===== config.mk =====
export PLATFORM = sky130hd
export DESIGN_NAME = epoch_seconds_to_bcd_calendar_flat
export DESIGN_NICKNAME = d
export VERILOG_FILES = /design/src/rtl/ecal_pkg.sv /design/src/rtl/ecal_epoch_if.sv /design/src/rtl/ecal_cal_if.sv /design/src/rtl/ecal_alu.sv /design/src/rtl/ecal_core.sv /design/src/rtl/epoch_seconds_to_bcd_calendar.sv /design/src/flat_wrapper.sv
export SDC_FILE = /design/constraint.sdc
export NUM_CORES = 1
export LEC_CHECK = 0
export BUFFER_PORTS_ARGS = -buffer_cell sky130_fd_sc_hd__buf_2
export CAP_MARGIN = 30
export CORE_ASPECT_RATIO = 0.9
export CORE_UTILIZATION = 37
export DETAILED_ROUTE_END_ITERATION = 10
export GPL_TIMING_DRIVEN = 0
export PLACE_DENSITY = 0.57
export SLEW_MARGIN = 25
export SYNTH_ARGS = -nofsm -noshare
export SYNTH_HDL_FRONTEND = slang
export SYNTH_SLANG_ARGS = --single-unit

===== constraint.sdc =====
create_clock -name clk -period 7.3 [get_ports clk]
set_input_delay 0 -clock clk [delete_from_list [all_inputs] [get_ports clk]]
set_output_delay 0 -clock clk [all_outputs]
set_load 0.01 [all_outputs]

===== src/rtl/ecal_pkg.sv =====
package ecal_pkg;

  localparam logic [31:0] SecsPerDay   = 32'd86400;
  localparam logic [31:0] SecsPerHour  = 32'd3600;
  localparam logic [31:0] SecsPerMin   = 32'd60;
  localparam logic [31:0] QuadDays     = 32'd1461;
  localparam logic [31:0] YearDays     = 32'd365;
  localparam logic [31:0] LeapYearDays = 32'd366;
  // first day number at or after 2100-03-01; 2100 has no Feb 29
  localparam logic [31:0] Feb29Skip    = 32'd47541;

  localparam int DayBits  = 16;
  localparam int HourBits = 5;
  localparam int MinBits  = 6;
  localparam int QuadBits = 6;

  localparam logic [3:0] YearLastStep  = 4'd2;
  localparam logic [3:0] MonthLastStep = 4'd10;
  localparam logic [1:0] LeapYearIdx   = 2'd2;

  localparam logic [7:0] BaseYearMod = 8'd70;
  localparam logic [7:0] Century     = 8'd100;
  localparam logic [7:0] TwoCentury  = 8'd200;

  localparam logic [4:0] DaysInMonth [16] = '{
    5'd31, 5'd28, 5'd31, 5'd30, 5'd31, 5'd30, 5'd31, 5'd31,
    5'd30, 5'd31, 5'd30, 5'd31, 5'd0,  5'd0,  5'd0,  5'd0
  };

  typedef struct packed {
    logic        ge;
    logic [31:0] diff;
  } ecal_alu_t;

  typedef struct packed {
    logic busy;
    logic done;
  } ecal_stat_t;

  typedef struct packed {
    logic [7:0] year_bcd;
    logic [4:0] month_bcd;
    logic [5:0] day_bcd;
    logic [5:0] hour_bcd;
    logic [6:0] minute_bcd;
    logic [6:0] second_bcd;
  } cal_t;

  function automatic logic [4:0] month_len(input logic [3:0] m, input logic leap);
    logic [4:0] len;
    len = DaysInMonth[m];
    if (m == 4'd1 && leap) begin
      len = len + 5'd1;
    end
    return len;
  endfunction

  // v below 100: tens digit by reciprocal multiply
  function automatic logic [7:0] to_bcd(input logic [6:0] v);
    logic [14:0] p;
    logic [3:0]  t;
    logic [6:0]  u;
    p = 15'(v) * 15'd205;
    t = p[14:11];
    u = v - 7'(t) * 7'd10;
    return {t, u[3:0]};
  endfunction

endpackage


===== src/rtl/ecal_epoch_if.sv =====
interface ecal_epoch_if;
  logic        valid;
  logic        ready;
  logic [31:0] epoch_seconds;

  modport source (output valid, output epoch_seconds, input ready);
  modport sink (input valid, input epoch_seconds, output ready);
endinterface


===== src/rtl/ecal_cal_if.sv =====
interface ecal_cal_if;
  logic       valid;
  logic       ready;
  logic [7:0] year_bcd;
  logic [4:0] month_bcd;
  logic [5:0] day_bcd;
  logic [5:0] hour_bcd;
  logic [6:0] minute_bcd;
  logic [6:0] second_bcd;

  modport source (output valid, output year_bcd, output month_bcd, output day_bcd,
                  output hour_bcd, output minute_bcd, output second_bcd, input ready);
  modport sink (input valid, input year_bcd, input month_bcd, input day_bcd,
                input hour_bcd, input minute_bcd, input second_bcd, output ready);
endinterface


===== src/rtl/ecal_alu.sv =====
module ecal_alu (
  input  logic [31:0]          a,
  input  logic [31:0]          b,
  output ecal_pkg::ecal_alu_t  res
);
  import ecal_pkg::*;

  logic [32:0] wide;

  assign wide     = {1'b0, a} - {1'b0, b};
  assign res.ge   = ~wide[32];
  assign res.diff = wide[31:0];

endmodule


===== src/rtl/ecal_core.sv =====
module ecal_core (
  input  logic                 clk,
  input  logic                 rst,
  input  logic                 start,
  input  logic [31:0]          secs,
  input  logic                 take,
  output ecal_pkg::ecal_stat_t stat,
  output ecal_pkg::cal_t       result
);
  import ecal_pkg::*;

  typedef enum logic [3:0] {
    S_IDLE, S_DAY, S_HOUR, S_MIN, S_ADJ, S_QUAD, S_YEAR, S_MONTH, S_DONE
  } state_t;

  state_t      state;
  logic [31:0] acc;
  logic [31:0] opnd;
  logic [31:0] acc_sub;
  ecal_alu_t   alu;
  logic [3:0]  step;
  logic [15:0] days;
  logic [4:0]  hh;
  logic [5:0]  mm;
  logic [5:0]  ss;
  logic [5:0]  quad;
  logic [1:0]  yk;
  logic [3:0]  mon;
  logic        walking;

  logic [7:0]  yoff;
  logic [7:0]  yv;
  logic [6:0]  ymod;
  logic [7:0]  b_year;
  logic [7:0]  b_mon;
  logic [7:0]  b_day;
  logic [7:0]  b_hour;
  logic [7:0]  b_min;
  logic [7:0]  b_sec;

  ecal_alu u_alu (
    .a   (acc),
    .b   (opnd),
    .res (alu)
  );

  assign acc_sub = alu.ge ? alu.diff : acc;

  always_comb begin
    unique case (state)
      S_DAY:   opnd = SecsPerDay << step;
      S_HOUR:  opnd = SecsPerHour << step;
      S_MIN:   opnd = SecsPerMin << step;
      S_ADJ:   opnd = Feb29Skip;
      S_QUAD:  opnd = QuadDays << step;
      S_YEAR:  opnd = (step == YearLastStep) ? LeapYearDays : YearDays;
      S_MONTH: opnd = 32'(month_len(step, yk == LeapYearIdx));
      default: opnd = '0;
    endcase
  end

  always_ff @(posedge clk) begin
    if (rst) begin
      state   <= S_IDLE;
      walking <= 1'b0;
    end else begin
      unique case (state)
        S_IDLE: begin
          if (start) begin
            acc   <= secs;
            step  <= 4'(DayBits - 1);
            state <= S_DAY;
          end
        end
        S_DAY: begin
          acc  <= acc_sub;
          days <= {days[14:0], alu.ge};
          if (step == 4'd0) begin
            step  <= 4'(HourBits - 1);
            state <= S_HOUR;
          end else begin
            step <= step - 4'd1;
          end
        end
        S_HOUR: begin
          acc <= acc_sub;
          hh  <= {hh[3:0], alu.ge};
          if (step == 4'd0) begin
            step  <= 4'(MinBits - 1);
            state <= S_MIN;
          end else begin
            step <= step - 4'd1;
          end
        end
        S_MIN: begin
          mm <= {mm[4:0], alu.ge};
          if (step == 4'd0) begin
            ss    <= acc_sub[5:0];
            acc   <= {16'd0, days};
            state <= S_ADJ;
          end else begin
            acc  <= acc_sub;
            step <= step - 4'd1;
          end
        end
        S_ADJ: begin
          // skip the nonexistent Feb 29 2100 so every fourth year is leap
          if (alu.ge) begin
            acc <= acc + 32'd1;
          end
          step  <= 4'(QuadBits - 1);
          state <= S_QUAD;
        end
        S_QUAD: begin
          acc  <= acc_sub;
          quad <= {quad[4:0], alu.ge};
          if (step == 4'd0) begin
            yk    <= 2'd0;
            state <= S_YEAR;
          end else begin
            step <= step - 4'd1;
          end
        end
        S_YEAR: begin
          acc <= acc_sub;
          if (alu.ge) begin
            yk <= yk + 2'd1;
          end
          if (step == YearLastStep) begin
            step    <= 4'd0;
            mon     <= 4'd0;
            walking <= 1'b1;
            state   <= S_MONTH;
          end else begin
            step <= step + 4'd1;
          end
        end
        S_MONTH: begin
          if (walking && alu.ge) begin
            acc <= alu.diff;
            mon <= mon + 4'd1;
          end else begin
            walking <= 1'b0;
          end
          if (step == MonthLastStep) begin
            state <= S_DONE;
          end else begin
            step <= step + 4'd1;
          end
        end
        S_DONE: begin
          if (take) begin
            state <= S_IDLE;
          end
        end
        default: state <= S_IDLE;
      endcase
    end
  end

  always_comb begin
    yoff = {quad, 2'b00} + 8'(yk);
    yv   = BaseYearMod + yoff;
    if (yv >= TwoCentury) begin
      ymod = 7'(yv - TwoCentury);
    end else if (yv >= Century) begin
      ymod = 7'(yv - Century);
    end else begin
      ymod = yv[6:0];
    end
  end

  assign b_year = to_bcd(ymod);
  assign b_mon  = to_bcd(7'(mon) + 7'd1);
  assign b_day  = to_bcd(acc[6:0] + 7'd1);
  assign b_hour = to_bcd(7'(hh));
  assign b_min  = to_bcd(7'(mm));
  assign b_sec  = to_bcd(7'(ss));

  assign result.year_bcd   = b_year;
  assign result.month_bcd  = b_mon[4:0];
  assign result.day_bcd    = b_day[5:0];
  assign result.hour_bcd   = b_hour[5:0];
  assign result.minute_bcd = b_min[6:0];
  assign result.second_bcd = b_sec[6:0];

  assign stat.busy = (state != S_IDLE);
  assign stat.done = (state == S_DONE);

  a_start_idle: assert property (@(posedge clk) disable iff (rst)
    start |-> state == S_IDLE) else $error("start while busy");
  a_tod_range: assert property (@(posedge clk) disable iff (rst)
    state == S_HOUR |-> acc < SecsPerDay) else $error("time of day out of range");
  a_hour_range: assert property (@(posedge clk) disable iff (rst)
    state == S_MIN |-> hh < 5'd24) else $error("hour out of range");
  a_quad_rem: assert property (@(posedge clk) disable iff (rst)
    state == S_YEAR |-> acc < QuadDays) else $error("quad remainder out of range");
  a_day_range: assert property (@(posedge clk) disable iff (rst)
    state == S_DONE |-> acc < 32'd31) else $error("day of month out of range");
  a_take_idle: assert property (@(posedge clk) disable iff (rst)
    (take && state == S_DONE) |=> state == S_IDLE) else $error("no return to idle");

endmodule


===== src/rtl/epoch_seconds_to_bcd_calendar.sv =====
// Converts an unsigned 32-bit count of seconds since 1970-01-01 00:00 into the
// Gregorian date and time as packed BCD (year mod 100, month, day, hour, minute,
// second), valid through 2106-02-07 06:28:15. A single 32-bit compare-subtract
// unit runs every cycle under a sequencer through the day count, hours and minutes,
// the 2100 leap correction, the four-year count, the year within it and the month
// walk, after the item is accepted; the result is then handed to the output register
// once that register is empty or being read. The output register lets the next item
// start while a result waits to be taken; the core takes no new item until it has
// handed its result to that register.
module epoch_seconds_to_bcd_calendar (
  input  logic          clk,
  input  logic          rst,
  ecal_epoch_if.sink    epoch,
  ecal_cal_if.source    calendar
);
  import ecal_pkg::*;

  ecal_stat_t stat;
  cal_t       result;
  cal_t       held;
  logic       held_valid;
  logic       start;
  logic       take;

  assign epoch.ready = ~stat.busy;
  assign start       = epoch.valid & ~stat.busy;
  assign take        = stat.done & (~held_valid | calendar.ready);

  ecal_core u_core (
    .clk    (clk),
    .rst    (rst),
    .start  (start),
    .secs   (epoch.epoch_seconds),
    .take   (take),
    .stat   (stat),
    .result (result)
  );

  always_ff @(posedge clk) begin
    if (rst) begin
      held_valid <= 1'b0;
    end else if (take) begin
      held_valid <= 1'b1;
    end else if (calendar.ready) begin
      held_valid <= 1'b0;
    end
    if (take) begin
      held <= result;
    end
  end

  assign calendar.valid      = held_valid;
  assign calendar.year_bcd   = held.year_bcd;
  assign calendar.month_bcd  = held.month_bcd;
  assign calendar.day_bcd    = held.day_bcd;
  assign calendar.hour_bcd   = held.hour_bcd;
  assign calendar.minute_bcd = held.minute_bcd;
  assign calendar.second_bcd = held.second_bcd;

endmodule


===== src/flat_wrapper.sv =====
// flat-port wrapper written by rule: the top's interface ports become plain ports
module epoch_seconds_to_bcd_calendar_flat import ecal_pkg::*;
  (clk, rst, epoch_valid, epoch_epoch_seconds, epoch_ready, calendar_valid, calendar_year_bcd, calendar_month_bcd, calendar_day_bcd, calendar_hour_bcd, calendar_minute_bcd, calendar_second_bcd, calendar_ready);
  ecal_epoch_if epoch_i ();
  ecal_cal_if calendar_i ();
  input  logic clk;
  input  logic rst;
  input wire logic [$bits(epoch_i.valid)-1:0] epoch_valid;
  input wire logic [$bits(epoch_i.epoch_seconds)-1:0] epoch_epoch_seconds;
  output wire logic [$bits(epoch_i.ready)-1:0] epoch_ready;
  output wire logic [$bits(calendar_i.valid)-1:0] calendar_valid;
  output wire logic [$bits(calendar_i.year_bcd)-1:0] calendar_year_bcd;
  output wire logic [$bits(calendar_i.month_bcd)-1:0] calendar_month_bcd;
  output wire logic [$bits(calendar_i.day_bcd)-1:0] calendar_day_bcd;
  output wire logic [$bits(calendar_i.hour_bcd)-1:0] calendar_hour_bcd;
  output wire logic [$bits(calendar_i.minute_bcd)-1:0] calendar_minute_bcd;
  output wire logic [$bits(calendar_i.second_bcd)-1:0] calendar_second_bcd;
  input wire logic [$bits(calendar_i.ready)-1:0] calendar_ready;
  assign epoch_i.valid = epoch_valid;
  assign epoch_i.epoch_seconds = epoch_epoch_seconds;
  assign epoch_ready = epoch_i.ready;
  assign calendar_valid = calendar_i.valid;
  assign calendar_year_bcd = calendar_i.year_bcd;
  assign calendar_month_bcd = calendar_i.month_bcd;
  assign calendar_day_bcd = calendar_i.day_bcd;
  assign calendar_hour_bcd = calendar_i.hour_bcd;
  assign calendar_minute_bcd = calendar_i.minute_bcd;
  assign calendar_second_bcd = calendar_i.second_bcd;
  assign calendar_i.ready = calendar_ready;
  epoch_seconds_to_bcd_calendar u_core (.clk(clk), .rst(rst), .epoch(epoch_i), .calendar(calendar_i));
endmodule

# ---- Yosys cells after proc, flatten, opt, wreduce, memory -nomap -nowiden
# Memory sizes are Yosys's and may differ from the RTL's.
# Index checks and enable logic that the tools add are counted.
dict set report word_totals {
  output_inout_bits 41
  romBits 80
  in_bits 36
  n_memories 1
  word_cells 154
  regBits 126
}
dict set report op_classes {
  eq_ne 26
  mul 12
  addsub 19
  magnitude_cmp 3
  n_bitwise 8
  reduce_logical 23
  n_shift 4
  muxes 40
}
# memory depth width rd rd_clocked_by_memory_dff wr line_no
set memory_table {}
lappend memory_table {{(name not given)} 16 5 1 0 0 ecal_pkg.sv:51} ;# len = DaysInMonth[m];
# op count
set ops {}
lappend ops {{$pmux 32 s7} 1}
lappend ops {{$mux 32} 5}
lappend ops {{$pmux 32 s5} 1}
lappend ops {{$mux 4} 16}
lappend ops {{$pmux 4 s9} 1}
lappend ops {{$sub 32x32->33} 1}
lappend ops {{$add 32x1->32 const B} 1}
lappend ops {{$shl 11x4->32 const A} 1}
lappend ops {{$shl 12x4->32 const A} 1}
lappend ops {{$shl 17x4->32 const A} 1}
lappend ops {{$shl 6x4->32 const A} 1}
lappend ops {{$mul 7x8->15 const B} 2}
lappend ops {{$mul 6x8->14 const B} 2}
lappend ops {{$pmux 4 s7} 1}
lappend ops {{$mul 5x8->13 const B} 2}
lappend ops {{$ne 2x2->1 const B} 13}
lappend ops {{$sub 4x4->4} 6}
lappend ops {{$eq 4x3->1 const B} 4}
lappend ops {{$mux 5} 3}
lappend ops {{$mux 7} 2}
lappend ops {{$sub 7x7->7 const B} 2}
lappend ops {{$eq 4x2->1 const B} 3}
lappend ops {{$reduce_and 5->1} 2}
lappend ops {{$add 4x1->4 const B} 2}
lappend ops {{38 further kinds} 61}

# ---- Depth between registers and ports, before layout
# Gate-level depths: netlist of run 1.
dict set report logic_depth {
  depth_word 12
  mapped_depth 34
  ltp_nobuf 33
}

# ---- Modules after synthesis
# From an unflattened synthesis of run 1, not the netlist that was laid out.
dict set report hier_totals {
  hier_cells 1419
  hier_area_um2 13100.1
}
# module seq_area_each_um2 instances area_per_inst_um2 cells_per_inst
set by_module_without_submodules {}
lappend by_module_without_submodules {ecal_core 2532.4 1 10153.5 1129}
lappend by_module_without_submodules {ecal_alu 0.0 1 1710.4 244}
lappend by_module_without_submodules {epoch_seconds_to_bcd_calendar 1191.1 1 1236.2 46}

# ---- Worst setup path before layout of run 1
# OpenSTA, ideal clock, no wires.
dict set report synth_timing {
  path_type {reg2reg}
  from {reg u_core.u_core.yk[1]}
  to {reg u_core.held (netlist bit u_core.calendar.year_bcd[3]), data pin}
  period_less_slack_ns 7.200
  arrival_ns 6.935
  setup_time_ns 0.265
  required_ns 7.035
  path_slack_ns 0.100
  path_buffers 1
  stages_incl_launch_ff 34
  cell_sequence {edfxtp_1 inv_1 ha_1 and2b_1 or2_2 buf_6 inv_1 ha_1 a2111oi_0 nor3_1 a21oi_1 a22oi_1 xor2_1 ha_1 inv_1 fa_1 inv_1 ha_1 inv_1 fa_1 inv_1 ha_1 nand3_1 nor2_1 a2111oi_0 a2bb2oi_2 xnor2_1 ha_1 inv_1 fa_1 xnor2_1 xnor2_2 xnor2_1 xnor2_1}
}
# item line_no
set synth_rtl {}
lappend synth_rtl {{start: declaration} ecal_core.sv:27} ;# logic [1:0] yk;
lappend synth_rtl {{start signal: assignment} ecal_core.sv:127} ;# yk <= yk + 2'd1;
lappend synth_rtl {{end signal: assignment} epoch_seconds_to_bcd_calendar.sv:48} ;# held <= result;
lappend synth_rtl {{end: declaration} epoch_seconds_to_bcd_calendar.sv:20} ;# cal_t held;

==> out/results.ini, run 1 <==
[timing]
finalSetupViolations=0
hold_viol=0
tightest_slew_ps=1020
slew_violations=0
finalSetupTns_ps=0
period_minus_slack_ps=6960
max_slew_margin_pct=31.2
fin_worst_skew_ps=18.5
period_share_pct=95.4
fmax_mhz=144
hold-worst-slack_ps=348

[finish]
syn_to_final_growth_pct=16.4
fin_cells=2103
num_antenna_cells=0
layout-drive-gt1-share_pct=11.6
finalNetCount=1906

[yosys]
ys_warn_count=0
synth_compound_area_share_pct=19.2
synth_cell_types=81
synth-xor-area-share_pct=6.20
postSynth.asyncResetShare_pct=0
yosys.area_share.simple_pct=14.2
ys.flop_type=edfxtp_1
syn_area_um2=13400
synth-edff-count=120
syn_inst=1477
yosys.area.top_type_share_pct=26.9
yosysSeqAreaShare_pct=27.8
avgSynthCellArea_um2=9.05
yosysTopAreaCell=edfxtp_1
synth_top_family_by_area=adder cells
postSynthNetCount=1762
synth_fa_ha_area_share_pct=25.5
synthTopCellsByArea=edfxtp_1 27%, ha_1 20%, fa_1 5.8%
synth.area.mux_share_pct=1.25
synth-seq-cells=126

[clock_tree]
cts_buffer_depth=2
cts_inserted_buffers=17
clock_sinks=126
path_clk_slew_ps=70
cts_tree=yes
clock_latency_ps=450
htreeDepth=4
root_buffer=clkbuf_16

[setup_path]
ff2ff_setup_slack_ps=340
end_kind=flip-flop
critical_path_required_ps=7480
crit_type=reg -> reg
slowest_stage=fa_1
critPathLaunch=u_core.u_core.yk[1]$_SDFFCE_PN0P_
worst_setup_path_start_kind=flip-flop
cp_max_fo=7
slowest_delay_ps=500
reg2reg_depth=28
worstReg2RegStart=u_core.u_core.yk[1]$_SDFFCE_PN0P_
r2r_end=u_core.calendar.year_bcd[3]$_DFFE_PP_
arrival_ps=7140

[min_path]
holdPathEnd=u_core.u_core.acc[27]$_DFFE_PP_
min_delay_path_depth=4
hold_path.class=in -> reg
hp-start=epoch_epoch_seconds[27]

[pwr]
switchingPower_w=0.00279
seq_power_share_pct=20.1
power_density_nw_per_um2=382
leakagePower_nw=6.71
clkPwrFrac_pct=15.0
finalPower_w=0.00594
vdd_drop_max_v=0.000409
swShare_pct=46.9
intPower_w=0.00315
pwr-share-comb_pct=64.9

[floorplan]
die-area_um2=36900
fp.dieW_um=202
rows=65
io-pin-count=77
core_area_um2=35300
start_util_pct=37.9
die_h_um=182

[grt]
antenna_found_initial=0
grt_pass1_wl_um=60000
grt_usage_pct=20.7
grt_overflow=0
grt_pass1_vias=11327
grt_max_degree=19

[placement]
gp_congestion=0.942
dp_hpwl_um=29000
dp.cells=2028
io_buffers=76

[run_status]
status=complete, no violations

[detailed_routing]
drc=0
vias=11721
wl_um=37900
dr.pass1.iters=7
post_drt_wl_per_cell_um=18.0
via_per_inst=5.57
top_layer_used=met4
antenna_left=0
drt_iter0_drc=967
dr_wl_met3_um=2130
wl_met1_um=17800
route.met2.wl_um=17200

[flow_run]
cap_violations=0

[worst max-delay path by stage]
| stage | to | cells past startpoint |
|---|---|---|
| floorplan | u_core.calendar.year_bcd[3]$_DFFE_PP_ | 33 |
| global placement | u_core.u_core.acc[16]$_DFFE_PP_ | 22 |
| detailed placement | u_core.calendar.year_bcd[3]$_DFFE_PP_ | 29 |
| CTS | u_core.calendar.year_bcd[3]$_DFFE_PP_ | 32 |
| global route | u_core.calendar.year_bcd[3]$_DFFE_PP_ | 31 |
| finish | u_core.calendar.year_bcd[3]$_DFFE_PP_ | 28 |
[cell type report]
class	count	area, um^2
fill	3490	19700
multi-input combinational	1153	9020
sequential	126	3720
timing repair buffer	125	861
tap	469	587
inverter	140	528
clock buffer	19	443
buffer	58	254
clock inverter	13	149
[critical path: cells and delay by family, from the launching register on]
family	cells	cell delay [ps]
flops	1	420
xor+xnor	5	780
compound gates	7	1790
buf+inv	5	400
fa+ha+maj	8	2680
simple gates	3	600
[cell usage in the layout, fill, tap and decap left out, drive strengths merged, types with 10 or more instances in the layout]
cell / count
a21o: 29
a21oi: 113
a221oi: 15
a31oi: 24
and2: 11
and3: 12
buf: 104
clkbuf: 64
dlygate4sd3: 34
edfxtp: 120
fa: 39
ha: 210
inv: 146
mux2i: 10
nand2: 135
nand3: 37
nand4: 16
nor2: 105
nor2b: 11
nor3: 22
nor4: 12
o211ai: 11
o21a: 11
o21ai: 86
o21bai: 12
o221ai: 13
or2: 15
xnor2: 56
xor2: 37
[kinds of logic (layout without fill, tap and decap cells)]
family	after synthesis	in the layout
buffers and inverters	198	355
AOI/OAI and AO/OA	391	391
muxes	16	16
xor gates and xnor gates	93	93
and+or+nand+nor	404	404
adders and majority gates	249	249
DFF	126	126
[metrics by stage]
step	setup WS [ps]	utilization (%)	instance area [um^2]
5_1_grt	-14.7	44.1	15600
3_3_place_gp	-1300	40.6	14300
4_1_cts	32.3	43.8	15500
3_5_place_dp	-716	40.9	14400
2_1_floorplan	100	-	13400
6_report	338	44.1	15600
[power by group through the flow]
stage | Combinational (W) | Sequential, W | Clock, W
final | 0.00386 | 0.00120 | 0.000890
after global routing | 0.00435 | 0.00121 | 0.000934
after CTS | 0.00385 | 0.00119 | 0.000909
after detailed placement | 0.00379 | 0.00121 | 0
after global placement | 0.00373 | 0.00121 | 0
after floorplan | 0.00286 | 0.00116 | 0
[state kept, by name, indices dropped and copies added, names as in the netlist, 7 cells and up]
register,cells
u_core.calendar.minute_bcd,7
u_core.calendar.year_bcd,8
u_core.u_core.acc,32
u_core.u_core.days,16
u_core.calendar.second_bcd,7
[synthesized netlist by cell type, types with 4 or more instances]
cell       instances
a2111oi_0          6
a21boi_0           4
a21o_1            29
a21oi_1          113
a221o_1            4
a221oi_1          15
a22o_1             4
a22oi_1            5
a31oi_1           24
a41o_1             5
and2_1            10
and3_1            12
and4_1             6
buf_1              4
buf_2              4
clkbuf_1          44
dfxtp_1            6
edfxtp_1         120
fa_1              39
ha_1             210
inv_1            138
mux2_2             6
mux2i_1           10
nand2_1          135
nand2b_1           7
nand3_1           37
nand4_1           16
nor2_1           105
nor2b_1           11
nor3_1            21
nor4_1            12
o211ai_1          11
o21a_1            11
o21ai_0           81
o21ai_1            4
o21bai_1          11
o221ai_1          13
o22a_1             8
o22ai_1            6
or2_2             15
or3_1              4
xnor2_1           54
xor2_1            37
[repair_timing]
item	CTS	global route
resized for setup	11	12
hold endpoints to repair	39	0
setup buffers	3	6
hold buffers	34	0
pin swaps	3	6
endpoints found under the setup margin	2	1
[routing by layer]
layer	up-vias	track usage, %
met4	0	6.74
met2	378	33.0
met1	5607	28.6
li1	5671	-
met3	65	3.00
met5	-	0
Power figures use the tool's default switching activity.
==> inputs of run 2 (changes only) <==
--- a/config.mk
+++ b/config.mk
@@ -11,8 +11,9 @@
 export CORE_UTILIZATION = 37
 export DETAILED_ROUTE_END_ITERATION = 10
 export GPL_TIMING_DRIVEN = 0
-export PLACE_DENSITY = 0.57
+export PLACE_DENSITY_LB_ADDON = 0.3
 export SLEW_MARGIN = 25
 export SYNTH_ARGS = -nofsm -noshare
 export SYNTH_HDL_FRONTEND = slang
+export SYNTH_HIERARCHICAL = 1
 export SYNTH_SLANG_ARGS = --single-unit
==> run 2 against run 1 <==
Total power up 26%. Critical endpoint is now u_core/u_core/acc[7]$_DFFE_PP_. Synthesized cell count down 3.9%. Largest cell class unchanged. Count of clock-buffer cells in the layout down 1. Fmax up 0.24%.
==> out/results.ini, run 2 <==
[run_status]
status=complete, no violations

[yosys]
avgSynthCellArea_um2=9.23  ; +2.0%
yosysSeqAreaShare_pct=28.4  ; +0.58 points
yosys.area_share.simple_pct=12.5  ; -1.7 points
ys.flop_type=edfxtp_1
yosysMostFrequentCell=ha_1
synth-seq-cells=126  ; unchanged
postSynth.asyncResetShare_pct=0  ; unchanged
yosys.area.top_type_share_pct=27.5  ; +0.56 points
synthTopCellsByArea=edfxtp_1 28%, ha_1 20%, fa_1 6.0%
ys_warn_count=6  ; +6
synth_compound_area_share_pct=17.3  ; -1.9 points
synth-edff-count=120  ; unchanged
syn_area_um2=13100  ; -2.0%
synth_fa_ha_area_share_pct=25.7  ; +0.24 points
yosysTopAreaCell=edfxtp_1
synth_top_family_by_area=adder cells
syn_inst=1419  ; -3.9%
synthTopCellsByCount=207 x ha_1, 179 x inv_1, 120 x edfxtp_1, 114 x nor2_1, 105 x nand2_1
synth_cell_types=84  ; +3.7%
synth-xor-area-share_pct=7.34  ; +1.1 points
postSynthNetCount=1701  ; -3.5%
synth.area.mux_share_pct=1.85  ; +0.60 points

[finish]
num_antenna_cells=0  ; unchanged
fin_cells=2028  ; -3.6%
fill_cells=3446  ; -1.3%
largest_reg_flops=32  ; unchanged
layout-drive-gt1-share_pct=10.7  ; -0.90 points
finalNetCount=1835  ; -3.7%
final_common_cell=ha_1
syn_to_final_growth_pct=15.3
final_util_pct=43.9  ; -0.23 points
final_cell_mix=206 x ha_1, 179 x inv_1, 120 x edfxtp_1, 114 x nor2_1, 105 x nand2_1
top_register=u_core/u_core/acc

[timing]
fin_worst_skew_ps=9.19  ; -9.32 ps
slew_violations=0  ; unchanged
max_slew_margin_pct=35.9  ; +4.6 points
period_share_pct=95.1  ; -0.23 points
setup_slack_ps=355  ; +16.5 ps
fmax_mhz=144  ; +0.24%
finalSetupViolations=0  ; unchanged
tightest_slew_ps=962  ; -62.5 ps
rsz0062_at_grt=false
period_minus_slack_ps=6950  ; -16.5 ps
finalSetupTns_ps=0  ; unchanged
hold_viol=0  ; unchanged

[placement]
dp.cells=1960  ; -3.4%
place_ws_ps=-543  ; +173 ps
io_buffers=76  ; unchanged
gp_congestion=0.950  ; +0.87%
dp_hpwl_um=27600  ; -4.8%

[clock_tree]
clock_sinks=126  ; unchanged
cts_tree=yes
root_buffer=clkbuf_16
cts_inserted_buffers=17  ; unchanged
cts_buffer_depth=2  ; unchanged
path_clk_slew_ps=70  ; about the same
clock_latency_ps=450  ; about the same
htreeDepth=4  ; unchanged

[floorplan]
die-area_um2=36200  ; -2.0%
rows=64  ; -1.5%
die_h_um=181  ; -1.0%
io-pin-count=77  ; unchanged
core_area_um2=34400  ; -2.4%
fp.dieW_um=200  ; -1.0%
start_util_pct=38.0  ; +0.16 points

[setup_path]
critical_path_required_ps=7600  ; +120 ps
slowest_stage=or4_1
crit_type=reg -> reg
ff2ff_setup_slack_ps=350  ; +20 ps
reg2reg_depth=26  ; -7.1%
cpMostUsedCell=nor2_1
end_kind=flip-flop
r2r_end=u_core/u_core/acc[7]$_DFFE_PP_
slowest_delay_ps=570  ; +70 ps
arrival_ps=7240  ; +100 ps
worst_setup_path_start_kind=flip-flop
worstReg2RegStart=u_core/u_core/state[0]$_SDFFE_PP0P_
cp_max_fo=10  ; +3

[pwr]
vdd_drop_max_v=0.000765  ; +87%
leakagePower_nw=6.53  ; -2.8%
power_density_nw_per_um2=495  ; +30%

[detailed_routing]
via_per_inst=5.39  ; -3.2%
antenna_left=0  ; unchanged
vias=10936  ; -6.7%
dr.pass1.iters=8  ; +1
drc=0  ; unchanged
wl_um=35400  ; -6.6%
post_drt_wl_per_cell_um=17.5  ; -3.2%
drt_iter0_drc=915  ; -5.4%

[grt]
grt_usage_pct=19.9  ; -0.78 points
grt_overflow=0  ; unchanged
grt_max_degree=41  ; +22
antenna_found_initial=0  ; unchanged
grt_pass1_wl_um=57200  ; -4.8%
grt_pass1_vias=10724  ; -5.3%

[min_path]
hold_path.class=in -> reg
holdPathEnd=u_core/u_core/state[3]$_SDFFE_PP0P_
min_delay_path_depth=6  ; +2
hp-start=epoch_valid

[flow_run]
cap_violations=0  ; unchanged

run 2: cell count changes in the layout (fill, tap and decap cells not counted), sizes merged, moves of 11 or more:
cell    delta
o21ai     -13
a21oi     -23
nand2     -30
a222oi    +15
a31oi     -11
inv       +39
run 2: cell families after synthesis:
logic type | Yosys count
buffers and inverters | 231
and+or+nand+nor | 352
AOI/OAI and AO/OA | 332
muxes | 23
xor gates and xnor gates | 109
DFF | 126
adders and majority gates | 246
run 2: worst max path at each step:
stage,startpoint,slack [ps],to
detailed placement,u_core/u_core/state[1]$_SDFFE_PP0P_,-540,u_core/u_core/acc[16]$_DFFE_PP_
global placement,u_core/u_core/state[1]$_SDFFE_PP0P_,-2590,u_core/u_core/acc[17]$_DFFE_PP_
CTS,u_core/u_core/state[0]$_SDFFE_PP0P_,130,u_core/u_core/acc[12]$_DFFE_PP_
global route,u_core/u_core/yk[1]$_SDFFCE_PN0P_,30,u_core/calendar.year_bcd[3]$_DFFE_PP_
floorplan,u_core/u_core/step[1]$_DFFE_PP_,720,u_core/u_core/acc[0]$_DFFE_PP_
finish,u_core/u_core/state[0]$_SDFFE_PP0P_,350,u_core/u_core/acc[7]$_DFFE_PP_
run 2: where the power goes:
| group | total [W] | internal, W | switching (W) |
|---|---|---|---|
| combinational | 0.00525 | 0.00222 | 0.00304 |
| clock | 0.000880 | 0.000519 | 0.000361 |
| sequential | 0.00136 | 0.00117 | 0.000187 |
| total | 0.00749 | 0.00390 | 0.00358 |
run 2: metal layers:
metal | share of wire, % | vias up | global-route usage [%]
met5 | 0 | - | 0
met4 | 1.7 | 0 | 5.47
met3 | 5.5 | 42 | 3.54
met2 | 44 | 308 | 31.0
met1 | 48 | 5219 | 28.2
li1 | - | 5367 | -
run 2: repair_timing:
item,4_1_cts,5_1_grt
resized for setup,1,11
cloned,0,0
hold endpoints to repair,37,0
pin swaps,1,0
buffers inserted,2,0
hold buffers,34,0
endpoints found under the setup margin,57,57
run 2: stage by stage:
step / power (W) / cell area (um^2) / hold slack (ps)
floorplan: 0.00523 / 13100 / 62.4
global placement: 0.00636 / 14100 / 256
detailed placement: 0.00650 / 14100 / 270
CTS: 0.00747 / 15100 / 252
global route: 0.00818 / 15100 / 305
finish: 0.00749 / 15100 / 277
run 2: layout make-up:
type / count / area [um^2] / share of cell area, %
Inverter: 180 / 676 / 4.47
Clock buffer: 18 / 439 / 2.91
Multi-Input combinational cell: 1062 / 8520 / 56.4
Sequential cell: 126 / 3720 / 24.6
Clock inverter: 14 / 158 / 1.04
Tap cell: 462 / 578 / 3.83
Timing Repair Buffer: 116 / 791 / 5.23
Buffer: 50 / 224 / 1.48
run 2: critical path: cells and delay by family (launching register included):
kind / cells / cell delay [ps]
adders and majority gates: 1 / 370
AOI/OAI and AO/OA: 10 / 2120
buffers and inverters: 4 / 1280
DFF: 1 / 380
muxes: 2 / 260
and+or+nand+nor: 9 / 2400
